`config.mk`:
```
export PLATFORM = sky130hd
export DESIGN_NAME = fgl_ctrl
export DESIGN_NICKNAME = d
export VERILOG_FILES = /design/src/sv/fgl_pkg.sv /design/src/sv/fgl_ctrl.sv
export SDC_FILE = /design/constraint.sdc
export NUM_CORES = 1
export LEC_CHECK = 0
export ABC_AREA = 1
export BUFFER_PORTS_ARGS = -buffer_cell sky130_fd_sc_hd__buf_2
export CAP_MARGIN = 20
export CORE_AREA = 2 2 39 41
export CTS_CLUSTER_DIAMETER = 80
export DETAILED_ROUTE_END_ITERATION = 12
export DIE_AREA = 0 0 41 43
export GPL_TIMING_DRIVEN = 0
export PLACE_DENSITY = 0.66
export SKIP_LAST_GASP = 1
export SYNTH_ARGS = -nofsm -noshare
export SYNTH_HDL_FRONTEND = slang
export SYNTH_SLANG_ARGS = --single-unit
export TNS_END_PERCENT = 100
```
`constraint.sdc`:
```
create_clock -name clock -period 2.6 [get_ports clock]
set_input_delay 0.26 -clock clock [delete_from_list [all_inputs] [get_ports clock]]
set_output_delay 0.26 -clock clock [all_outputs]
set_load 0.02 [all_outputs]
```
`src/sv/fgl_pkg.sv`:
```
// Shared constants, types and the header address table of the glyph locator.
// No dependencies.
`timescale 1ns / 1ps
`default_nettype none

package fgl_pkg;

   localparam int FONT_BYTES = 4096;
   localparam int MEM_AW     = $clog2(FONT_BYTES);
   // walk pointer: 16-bit jump offset plus one record step
   localparam int P_W        = 17;

   localparam int HDR_BYTES  = 17;
   localparam logic [7:0] EMPTY_MARK = 8'd255;
   localparam logic [7:0] CODE_LO    = 8'd65;
   localparam logic [7:0] CODE_HI    = 8'd97;
   localparam logic [2:0] REC_LONG   = 3'd6;
   localparam logic [2:0] REC_SHORT  = 3'd3;
   localparam logic [7:0] MASK_NARROW = 8'd15;
   localparam logic [7:0] MASK_WIDE   = 8'd255;
   localparam logic [7:0] FMT_LONG_A  = 8'd0;
   localparam logic [7:0] FMT_NARROW  = 8'd1;
   localparam logic [7:0] FMT_LONG_B  = 8'd2;

   // header fetch order
   localparam int HDR_IDX_W = 3;
   localparam logic [HDR_IDX_W-1:0] HDR_FMT    = 3'd0;
   localparam logic [HDR_IDX_W-1:0] HDR_J65_HI = 3'd1;
   localparam logic [HDR_IDX_W-1:0] HDR_J65_LO = 3'd2;
   localparam logic [HDR_IDX_W-1:0] HDR_J97_HI = 3'd3;
   localparam logic [HDR_IDX_W-1:0] HDR_J97_LO = 3'd4;
   localparam logic [HDR_IDX_W-1:0] HDR_FIRST  = 3'd5;
   localparam logic [HDR_IDX_W-1:0] HDR_LAST   = 3'd6;

   typedef enum logic {
      REQ_LOAD   = 1'b0,
      REQ_LOOKUP = 1'b1
   } req_kind_type;

   typedef enum logic [2:0] {
      ADDR_LOAD,
      ADDR_HDR,
      ADDR_P,
      ADDR_P2,
      ADDR_PK
   } addr_sel_type;

   typedef enum logic [3:0] {
      ST_IDLE,
      ST_HDR_RD,
      ST_HDR_WAIT,
      ST_START,
      ST_REC_RD,
      ST_REC_WAIT,
      ST_SIZE_WAIT,
      ST_MET_RD,
      ST_MET_WAIT,
      ST_HIT
   } state_type;

   typedef struct packed {
      addr_sel_type addr_sel;
      logic         wr_mem;
      logic         ld_req;
      logic         hdr_cap;
      logic         start_ld;
      logic         p_skip;
      logic         p_adv;
      logic         k_clr;
      logic         rec_cap;
      logic         rsp_hit;
      logic         rsp_miss;
   } dp_cmd_type;

   typedef struct packed {
      logic oob;
      logic hdr_done;
      logic start_miss;
      logic empty;
      logic match;
      logic c_last;
      logic k_last;
   } dp_status_type;

   function automatic logic [3:0] hdr_addr(input logic [HDR_IDX_W-1:0] idx);
      logic [3:0] a;
      a = 4'd0;
      case (idx)
         HDR_FMT:    a = 4'd0;
         HDR_J65_HI: a = 4'd6;
         HDR_J65_LO: a = 4'd7;
         HDR_J97_HI: a = 4'd8;
         HDR_J97_LO: a = 4'd9;
         HDR_FIRST:  a = 4'd10;
         HDR_LAST:   a = 4'd11;
         default:    a = 4'd0;
      endcase
      return a;
   endfunction

endpackage

`default_nettype wire

```
`src/sv/fgl_ctrl.sv`:
```
// Sequencer of the glyph locator: header fetch, record walk, metric fetch.
// Drives the datapath by command struct. Uses fgl_pkg.
`timescale 1ns / 1ps
`default_nettype none

module fgl_ctrl import fgl_pkg::*; (
   input  wire logic          clock,
   input  wire logic          reset,
   input  wire logic          start,
   input  wire logic          req_type,
   input  wire dp_status_type status,
   output dp_cmd_type         cmd,
   output logic               busy,
   output logic               rsp_strobe
);

   state_type state_ff, state_in;
   logic      strobe_ff, strobe_in;

   always_ff @(posedge clock) begin
      if (reset) begin
         state_ff  <= ST_IDLE;
         strobe_ff <= 1'b0;
      end else begin
         state_ff  <= state_in;
         strobe_ff <= strobe_in;
      end
   end

   always_comb begin
      state_in = state_ff;
      cmd      = '0;
      cmd.addr_sel = ADDR_P;
      unique case (state_ff)
         ST_IDLE: begin
            if (start) begin
               if (req_type == REQ_LOAD) begin
                  cmd.wr_mem   = 1'b1;
                  cmd.addr_sel = ADDR_LOAD;
               end else begin
                  cmd.ld_req = 1'b1;
                  state_in   = ST_HDR_RD;
               end
            end
         end
         ST_HDR_RD: begin
            cmd.addr_sel = ADDR_HDR;
            state_in     = ST_HDR_WAIT;
         end
         ST_HDR_WAIT: begin
            cmd.hdr_cap = 1'b1;
            state_in    = status.hdr_done ? ST_START : ST_HDR_RD;
         end
         ST_START: begin
            cmd.start_ld = 1'b1;
            if (status.start_miss) begin
               cmd.rsp_miss = 1'b1;
               state_in     = ST_IDLE;
            end else begin
               state_in = ST_REC_RD;
            end
         end
         ST_REC_RD: begin
            cmd.addr_sel = ADDR_P;
            if (status.oob) begin
               cmd.rsp_miss = 1'b1;
               state_in     = ST_IDLE;
            end else begin
               state_in = ST_REC_WAIT;
            end
         end
         ST_REC_WAIT: begin
            if (status.empty) begin
               cmd.p_skip = 1'b1;
               if (status.c_last) begin
                  cmd.rsp_miss = 1'b1;
                  state_in     = ST_IDLE;
               end else begin
                  state_in = ST_REC_RD;
               end
            end else if (status.match) begin
               cmd.k_clr = 1'b1;
               state_in  = ST_MET_RD;
            end else begin
               // fetch the size byte straight away
               cmd.addr_sel = ADDR_P2;
               if (status.oob) begin
                  cmd.rsp_miss = 1'b1;
                  state_in     = ST_IDLE;
               end else begin
                  state_in = ST_SIZE_WAIT;
               end
            end
         end
         ST_SIZE_WAIT: begin
            cmd.p_adv = 1'b1;
            if (status.c_last) begin
               cmd.rsp_miss = 1'b1;
               state_in     = ST_IDLE;
            end else begin
               state_in = ST_REC_RD;
            end
         end
         ST_MET_RD: begin
            cmd.addr_sel = ADDR_PK;
            if (status.oob) begin
               cmd.rsp_miss = 1'b1;
               state_in     = ST_IDLE;
            end else begin
               state_in = ST_MET_WAIT;
            end
         end
         ST_MET_WAIT: begin
            cmd.rec_cap = 1'b1;
            state_in    = status.k_last ? ST_HIT : ST_MET_RD;
         end
         ST_HIT: begin
            cmd.rsp_hit = 1'b1;
            state_in    = ST_IDLE;
         end
         default: begin
            state_in = ST_IDLE;
         end
      endcase
   end

   assign strobe_in  = cmd.rsp_hit || cmd.rsp_miss;
   assign busy       = state_ff != ST_IDLE;
   assign rsp_strobe = strobe_ff;

endmodule

`default_nettype wire

```
==> results.cfg, run 1 <==
[floorplanning]
start_util_pct = 33.7
fp.dieArea_sq_um = 1760
die_x_microns = 41
num_io_pins = 26
fp-row-count = 14
die_h_microns = 43
floorplan.core_area_sq_um = 1380

[synthesis]
synthesis.nets = 100
syn_inst = 89
ys_seq_area_share_pct = 21.4
synth.avg_cell_area_sq_um = 5.24
post-synth-top-count-cell = nand2_1
yosysWarnings = 0
synthTopCellsByCount = nand2_1, inv_1, nor2_1
ys_async_sr_fraction_pct = 0
synth-edff-count = 0
synth_area_sq_um = 467
synth_top_cell_area_share_pct = 24.1
synthTopCellsByArea = nand2_1, dfxtp_1, inv_1, nand3_1, nor2_1
ys_types = 13
synth_ff_type = dfxtp_1
synth_area_leader_cell = nand2_1
ys_seq_elements = 5

[cells_and_area]
nets = 130
final_util_pct = 46.1
fill_cells = 166
area_delta_synth_final_pct = 36.7
diodes = 0
drive_above_1_share_pct = 27.1

[global_routing]
grt_usage_pct = 17.3
grt_first_pass_wirelength_mm = 2.02
antenna_found_initial = 0
grt_pass1_vias = 539
grt_max_degree = 8
grt_overflow = 0

[clocking]
postCtsHoldBufs = 0
root_buffer = clkbuf_4
cts_buffers = 3
clock_sinks = 5
cts_resized = 0
clock_path_buffers = 2
cts_tree = done
htree_num_levels = 1
clk_pin_slew_ns = 0.04
clk_latency_ns = 0.24
cts_setup_buffers = 0

[critical_path]
critPathKind = reg2out
worstPathArrival_ns = 1.54
critical_path_required_ns = 2.34
rr_worst_depth = 6
end_kind = primary output
cp-start-kind = register
path_max_fanout = 7
r2r_slack_ns = 1.42

[detailed_routing]
wl_per_cell_microns = 9.46
drtPass1Iterations = 4
ant_nets = 0
vias = 614
drc = 0
drt_iter0_drc = 6
viasPerCell = 4.58
finalWirelength_mm = 1.27

[min_path]
hold_path_class = in2reg
holdPathStages = 2

[timing]
tns_ns = 0
fmax_ghz = 0.557
finalHoldViolCount = 0
setup_viol = 0
relSlewSlack_pct = 78.7
finClkSkew_ns = 0.00128
fin_crit_ns = 1.80
worst_pin_slew_ns = 0.319
min_period_over_period_pct = 69.1
maxSlewViolCount = 0
rsz0062_at_grt = no

[power_and_ir_drop]
ir_drop_v = 0.000270
power_density_nw_per_um2 = 439
p_leak_nw = 0.434
total_power_uw = 280

[placed_design]
dp_hpwl_mm = 1.09
io_buffers = 25
gp_congestion = 0.788

[flow_run]
maxCapViolations = 0

[status]
status = complete, no violations
power breakdown:
part / leakage [nW] / total [mW] / switching [mW] / internal, mW
Combinational: 0.379 / 0.101 / 0.0659 / 0.0352
Sequential: 0.0406 / 0.0905 / 0.00863 / 0.0818
Clock: 0.0150 / 0.0886 / 0.0306 / 0.0579
Total: 0.434 / 0.280 / 0.105 / 0.175
flip-flops by register name, summed over array words and instances, names as in the netlist:
signal and flops:
state_ff 4, rsp_strobe 1
critical path: stages (launching register included):
cell	delay, ns
dfxtp_1	0.47
nand2_1	0.15
nor2_4	0.16
inv_1	0.10
o31ai_1	0.21
buf_2	0.21
final cells by class:
class / instances / area [sq um] / share of cell area (%)
Inverter: 21 / 78.8 / 12.4
Clock buffer: 4 / 26.3 / 4.12
Timing Repair Buffer: 25 / 125 / 19.6
Tap cell: 16 / 20.0 / 3.14
Sequential cell: 5 / 100 / 15.7
Multi-Input combinational cell: 63 / 288 / 45.1
metal layers:
layer	part of all wire, %	global-route usage, %	vias up
met3	7.3	7.85	0
met1	45	18.7	260
li1	-	-	331
met5	0	0	-
met4	0	4.00	0
met2	48	29.1	23
metrics by stage:
stage | area [sq um] | instances | setup WS, ns | hold WS, ns
final | 638 | 134 | 0.804 | 0.222
after global routing | 638 | 134 | 0.659 | 0.208
after CTS | 638 | 134 | 0.783 | 0.218
after detailed placement | 612 | 130 | 1.06 | 0.474
after global placement | 612 | 130 | 1.09 | 0.468
after floorplan | 467 | 89 | 1.02 | 0.329
cells by family (layout without fill, tap and decap cells):
group,count (synthesis),count (layout),synth area share [%]
AO/OA/AOI/OAI,5,5,6.97
buffers and inverters,21,50,16.9
flip-flops,5,5,21.4
AND/OR/NAND/NOR,58,58,54.7
final timing paths:
check | startpoint | endpoint
min | reset | state_ff[3]
max reg2reg | state_ff[0] | state_ff[1]
max | state_ff[0] | cmd[10]
min reg2reg | state_ff[3] | state_ff[3]
cells in the final DEF, fill, tap and decap left out, drive strengths merged:
master	count
o31ai	1
nand3	10
nor3	2
o21ai	1
nand4	2
dfxtp	5
nor2	14
a21oi	2
o22ai	1
nand2	30
clkbuf	4
inv	21
buf	25
Note: power is estimated with default switching activity, not from simulation.
==> run 2, diff against run 1 <==
--- a/config.mk
+++ b/config.mk
@@ -5,15 +5,14 @@
 export SDC_FILE = /design/constraint.sdc
 export NUM_CORES = 1
 export LEC_CHECK = 0
-export ABC_AREA = 1
+export ABC_AREA = 0
 export BUFFER_PORTS_ARGS = -buffer_cell sky130_fd_sc_hd__buf_2
 export CAP_MARGIN = 20
-export CORE_AREA = 2 2 39 41
+export CORE_UTILIZATION = 38
 export CTS_CLUSTER_DIAMETER = 80
 export DETAILED_ROUTE_END_ITERATION = 12
-export DIE_AREA = 0 0 41 43
 export GPL_TIMING_DRIVEN = 0
-export PLACE_DENSITY = 0.66
+export PLACE_DENSITY = 0.72
 export SKIP_LAST_GASP = 1
 export SYNTH_ARGS = -nofsm -noshare
 export SYNTH_HDL_FRONTEND = slang
==> constraint.sdc (replaced) <==
create_clock -name clock -period 1.5 [get_ports clock]
set_input_delay 0.15 -clock clock [delete_from_list [all_inputs] [get_ports clock]]
set_output_delay 0.15 -clock clock [all_outputs]
set_load 0.02 [all_outputs]
==> results.cfg, run 2 <==
[floorplanning]
fp-row-count = 12
start_util_pct = 42.7
num_io_pins = 26
die_h_microns = 38.1
floorplan.core_area_sq_um = 1160
die_x_microns = 38.1
fp.dieArea_sq_um = 1450

[critical_path]
worst_r2r_startpoint = state_ff[0]
cp-start-kind = register
rr_worst_depth = 5
end_kind = primary output
worstPathArrival_ns = 1.43
critPathKind = reg2out
rr_endpoint = rsp_strobe
r2r_slack_ns = 0.02
path_max_fanout = 7
critical_path_required_ns = 1.35

[timing]
hold_slack_ns = 0.181
tns_ns = -0.101
fin_ws_ns = -0.0808
finClkSkew_ns = 0.00579
fin_crit_ns = 1.58
worst_pin_slew_ns = 0.260
finalHoldViolCount = 0
maxSlewViolCount = 0
rsz0062_at_grt = yes
fmax_ghz = 0.633
setup_viol = 2
min_period_over_period_pct = 105
relSlewSlack_pct = 82.5

[global_routing]
use_met1_pct = 27.2
grt_overflow = 0
met3_usage_pct = 11.0
grt_max_degree = 11
grt_util_met2_pct = 39.8
grt_first_pass_wirelength_mm = 2.29
grt.busiest_layer = met2
antenna_found_initial = 0
grt_pass1_vias = 538
grt_usage_pct = 23.1

[cells_and_area]
final_util_pct = 68.3
diodes = 0
drive_above_1_share_pct = 48.1
layout_common_cells = buf_2, buf_4, nor2_1, nor3_1, nand2_1
final_area_sq_um = 790
mostFrequentLayoutCell = buf_2
largest_reg_flops = 4
final_cells = 120
area_delta_synth_final_pct = 59.7
regMostFlops = state_ff
nets = 118

[clocking]
clk_latency_ns = 0.24
cts_tree = done
cts_buffers = 3
clk_pin_slew_ns = 0.05
clock_path_buffers = 2
clock_sinks = 5
htree_num_levels = 1
root_buffer = clkbuf_4

[synthesis]
syn_inst = 72
synth_area_sq_um = 494
synth_area_leader_cell = dfxtp_1
synth_top_cell_area_share_pct = 20.3
synthesis.nets = 83
synth.avg_cell_area_sq_um = 6.86
post-synth-top-count-cell = nor2_1
yosysWarnings = 0
synthTopCellsByCount = nor2_1, nor3_1, nand2_1, nand2b_1, dfxtp_1
ys_seq_elements = 5
ys_async_sr_fraction_pct = 0
ys_seq_area_share_pct = 20.3
synth_ff_type = dfxtp_1
ys_types = 28
synthTopCellsByArea = dfxtp_1, nand2b_1, nor3_1, nor2_1, nand2_1
synth-edff-count = 0

[min_path]
hold_path_class = in2reg
min_to = rsp_strobe
hold_start = reset
holdPathStages = 2

[placed_design]
dpl-instance-area_sq_um = 647
placed_cells = 111
io_buffers = 25
gp_congestion = 0.875
dp_hpwl_microns = 993
dp_slack_ns = -0.0231

[flow_run]
maxCapViolations = 0

[detailed_routing]
viasPerCell = 5.63
finalWirelength_mm = 1.50
drt_iter0_drc = 22
drtPass1Iterations = 4
wl_per_cell_microns = 12.5
vias = 675
drc = 0
ant_nets = 0

[power_and_ir_drop]
ir_drop_v = 0.000606
p_leak_nw = 0.373
power_density_nw_per_um2 = 546
total_power_uw = 431

[status]
status = finished with violations
violations = negative setup slack
-- run 2: area by class of cell --
cell class              instances  area [sq um]
plain buffers                   4          45.0
clock buffers                   4          26.3
fillers                        99           367
inverters                       3          11.3
multi-input cells              59           393
flip-flops and latches          5           109
well taps                      14          17.5
repair buffers                 31           188
-- run 2: kinds of logic (layout without fill, tap and decap cells) --
| logic type | count (synthesis) | count (layout) | share of synthesized area, % |
|---|---|---|---|
| flops | 5 | 5 | 20.3 |
| buf+inv | 8 | 42 | 8.35 |
| compound gates | 16 | 16 | 23.0 |
| mux | 1 | 1 | 2.28 |
| xor+xnor | 1 | 1 | 1.77 |
| simple gates | 41 | 41 | 44.3 |
-- run 2: power by group --
group | leakage, nW | internal (mW) | total [mW] | switching [mW]
Clock | 0.0150 | 0.101 | 0.156 | 0.0558
Sequential | 0.0425 | 0.135 | 0.142 | 0.00637
Combinational | 0.315 | 0.0624 | 0.133 | 0.0703
Total | 0.373 | 0.298 | 0.431 | 0.132
-- run 2: critical path, cell delays in order, from the launching register on --
cell and delay, ns:
dfxtp_4 0.36, xnor2_1 0.13, and3_1 0.17, a221o_1 0.38, buf_6 0.15
-- run 2: worst max-delay path by stage --
stage	start	endpoint	slack [ns]	cells after the start
6_report	state_ff[0]	cmd[0]	-0.08	4
5_1_grt	state_ff[0]	cmd[0]	-0.12	4
4_1_cts	state_ff[0]	cmd[0]	-0.03	4
3_5_place_dp	state_ff[3]	rsp_strobe	-0.02	4
3_3_place_gp	state_ff[3]	rsp_strobe	-0.02	4
2_1_floorplan	state_ff[0]	rsp_strobe	0.04	5
-- run 2: what timing repair did --
item	4_1_cts	5_1_grt
buffers inserted	5	1
resized for setup	21	8
hold buffers	0	0
setup endpoints to repair	13	8
pin swaps	3	1
endpoints found under the hold margin	0	0
-- run 2: routing by layer --
layer	wire, microns	vias to the layer above
li1	-	330
met4	0	0
met2	729	54
met3	164	0
met1	604	291
met5	0	-
==> run 3, diff against run 2 <==
--- a/config.mk
+++ b/config.mk
@@ -13,8 +13,6 @@
 export DETAILED_ROUTE_END_ITERATION = 12
 export GPL_TIMING_DRIVEN = 0
 export PLACE_DENSITY = 0.72
-export SKIP_LAST_GASP = 1
 export SYNTH_ARGS = -nofsm -noshare
 export SYNTH_HDL_FRONTEND = slang
 export SYNTH_SLANG_ARGS = --single-unit
-export TNS_END_PERCENT = 100
==> results.cfg, run 3 (same netlist as run 2, synthesis figures left out) <==
[status]
status = finished with violations
violations = negative setup slack

[power_and_ir_drop]
combPwrFrac_pct = 31.0
ir_drop_v = 0.000606
power_density_nw_per_um2 = 542
p_leak_nw = 0.375
switchingPower_uw = 133
p_clk_share_pct = 36.2
p_sw_share_pct = 30.7
internal_power_uw = 300
seq_power_share_pct = 32.8

[placed_design]
dp_hpwl_microns = 993
gp_congestion = 0.875
io_buffers = 25
dpl-instance-area_sq_um = 647
placed_cells = 111

[cells_and_area]
final_cells = 120
final_area_sq_um = 797
mostFrequentLayoutCell = buf_2
regMostFlops = state_ff
nets = 118
area_delta_synth_final_pct = 61.3
final_util_pct = 68.9
largest_reg_flops = 4
fill_cells = 100
drive_above_1_share_pct = 49.1
diodes = 0
layout_common_cells = buf_2, buf_4, nor2_1, nor3_1, nand2_1

[floorplanning]
start_util_pct = 42.7
num_io_pins = 26
die_x_microns = 38.1
fp.dieArea_sq_um = 1450
die_h_microns = 38.1
floorplan.core_area_sq_um = 1160
fp-row-count = 12

[global_routing]
grt_max_degree = 11
grt_overflow = 0
grt_usage_pct = 23.1
grt_first_pass_wirelength_mm = 2.29
antenna_found_initial = 0
grt_pass1_vias = 538

[detailed_routing]
viasPerCell = 5.54
drtPass1Iterations = 4
vias = 665
drt_iter0_drc = 19
finalWirelength_mm = 1.49
drc = 0
ant_nets = 0
wl_per_cell_microns = 12.4

[clocking]
clk_pin_slew_ns = 0.05
clk_latency_ns = 0.24
postCtsHoldBufs = 0
htree_num_levels = 1
cts_buffers = 3
clock_sinks = 5
root_buffer = clkbuf_4
cts_tree = done
clock_path_buffers = 2

[timing]
fin_crit_ns = 1.58
finalHoldViolCount = 0
setup_viol = 2
fin_ws_ns = -0.0824
hold_slack_ns = 0.181
maxSlewViolCount = 0
tns_ns = -0.102
fmax_ghz = 0.632
min_period_over_period_pct = 105
rsz0062_at_grt = yes
finClkSkew_ns = 0.00588
relSlewSlack_pct = 81.9
worst_pin_slew_ns = 0.269

[critical_path]
cp-start-kind = register
worstPathArrival_ns = 1.43
end_kind = primary output
path_max_fanout = 7
critical_path_required_ns = 1.35
critPathKind = reg2out

[min_path]
hold_path_class = in2reg

[flow_run]
maxCapViolations = 0
## run 3: repair_timing
action / in CTS / in global routing
resized for setup: 21 / 9
setup buffers: 5 / 1
pin swaps: 3 / 1
setup endpoints to repair: 13 / 8
## run 3: worst max-delay path, cell delays in order, from the launching register on
cell and delay, ns:
dfxtp_4 0.36, xnor2_1 0.13, and3_1 0.17, a221o_1 0.38, buf_6 0.15
## run 3: power by group through the flow
| stage | clock (mW) | sequential, mW | combinational, mW |
|---|---|---|---|
| finish | 0.156 | 0.142 | 0.134 |
| global route | 0.178 | 0.142 | 0.144 |
| CTS | 0.161 | 0.144 | 0.125 |
| detailed placement | 0 | 0.142 | 0.122 |
| global placement | 0 | 0.141 | 0.122 |
| floorplan | 0 | 0.141 | 0.0813 |
## run 3: area by class of cell
class / instances / area (sq um) / share of cell area, %
clock buffers: 4 / 26.3 / 3.30
inverters: 3 / 11.3 / 1.41
multi-input cells: 59 / 400 / 50.2
plain buffers: 4 / 45.0 / 5.65
repair buffers: 31 / 188 / 23.5
flip-flops and latches: 5 / 109 / 13.7
well taps: 14 / 17.5 / 2.20
## run 3: stage by stage
step                      power (mW)  setup slack [ns]
after global placement         0.263           -0.0209
after global routing           0.463            -0.120
after floorplan                0.222            0.0422
after CTS                      0.429           -0.0252
final                          0.432           -0.0824
after detailed placement       0.264           -0.0231
## run 3: final timing paths
check                                  from          end  slack (ns)  cells past startpoint
worst min-delay path                  reset   rsp_strobe        0.18                      2
worst max-delay path            state_ff[0]       cmd[0]       -0.08                      4
worst min register to register  state_ff[2]  state_ff[2]        0.69                      3
worst max register to register  state_ff[0]   rsp_strobe        0.02                      5
## run 3: metal layers
metal | GRT usage, % | wire length, microns | vias to the layer above
met5 | 0 | 0 | -
met4 | 0 | 0 | 0
met3 | 11.0 | 148 | 0
met2 | 39.8 | 726 | 46
met1 | 27.2 | 616 | 290
li1 | - | - | 329
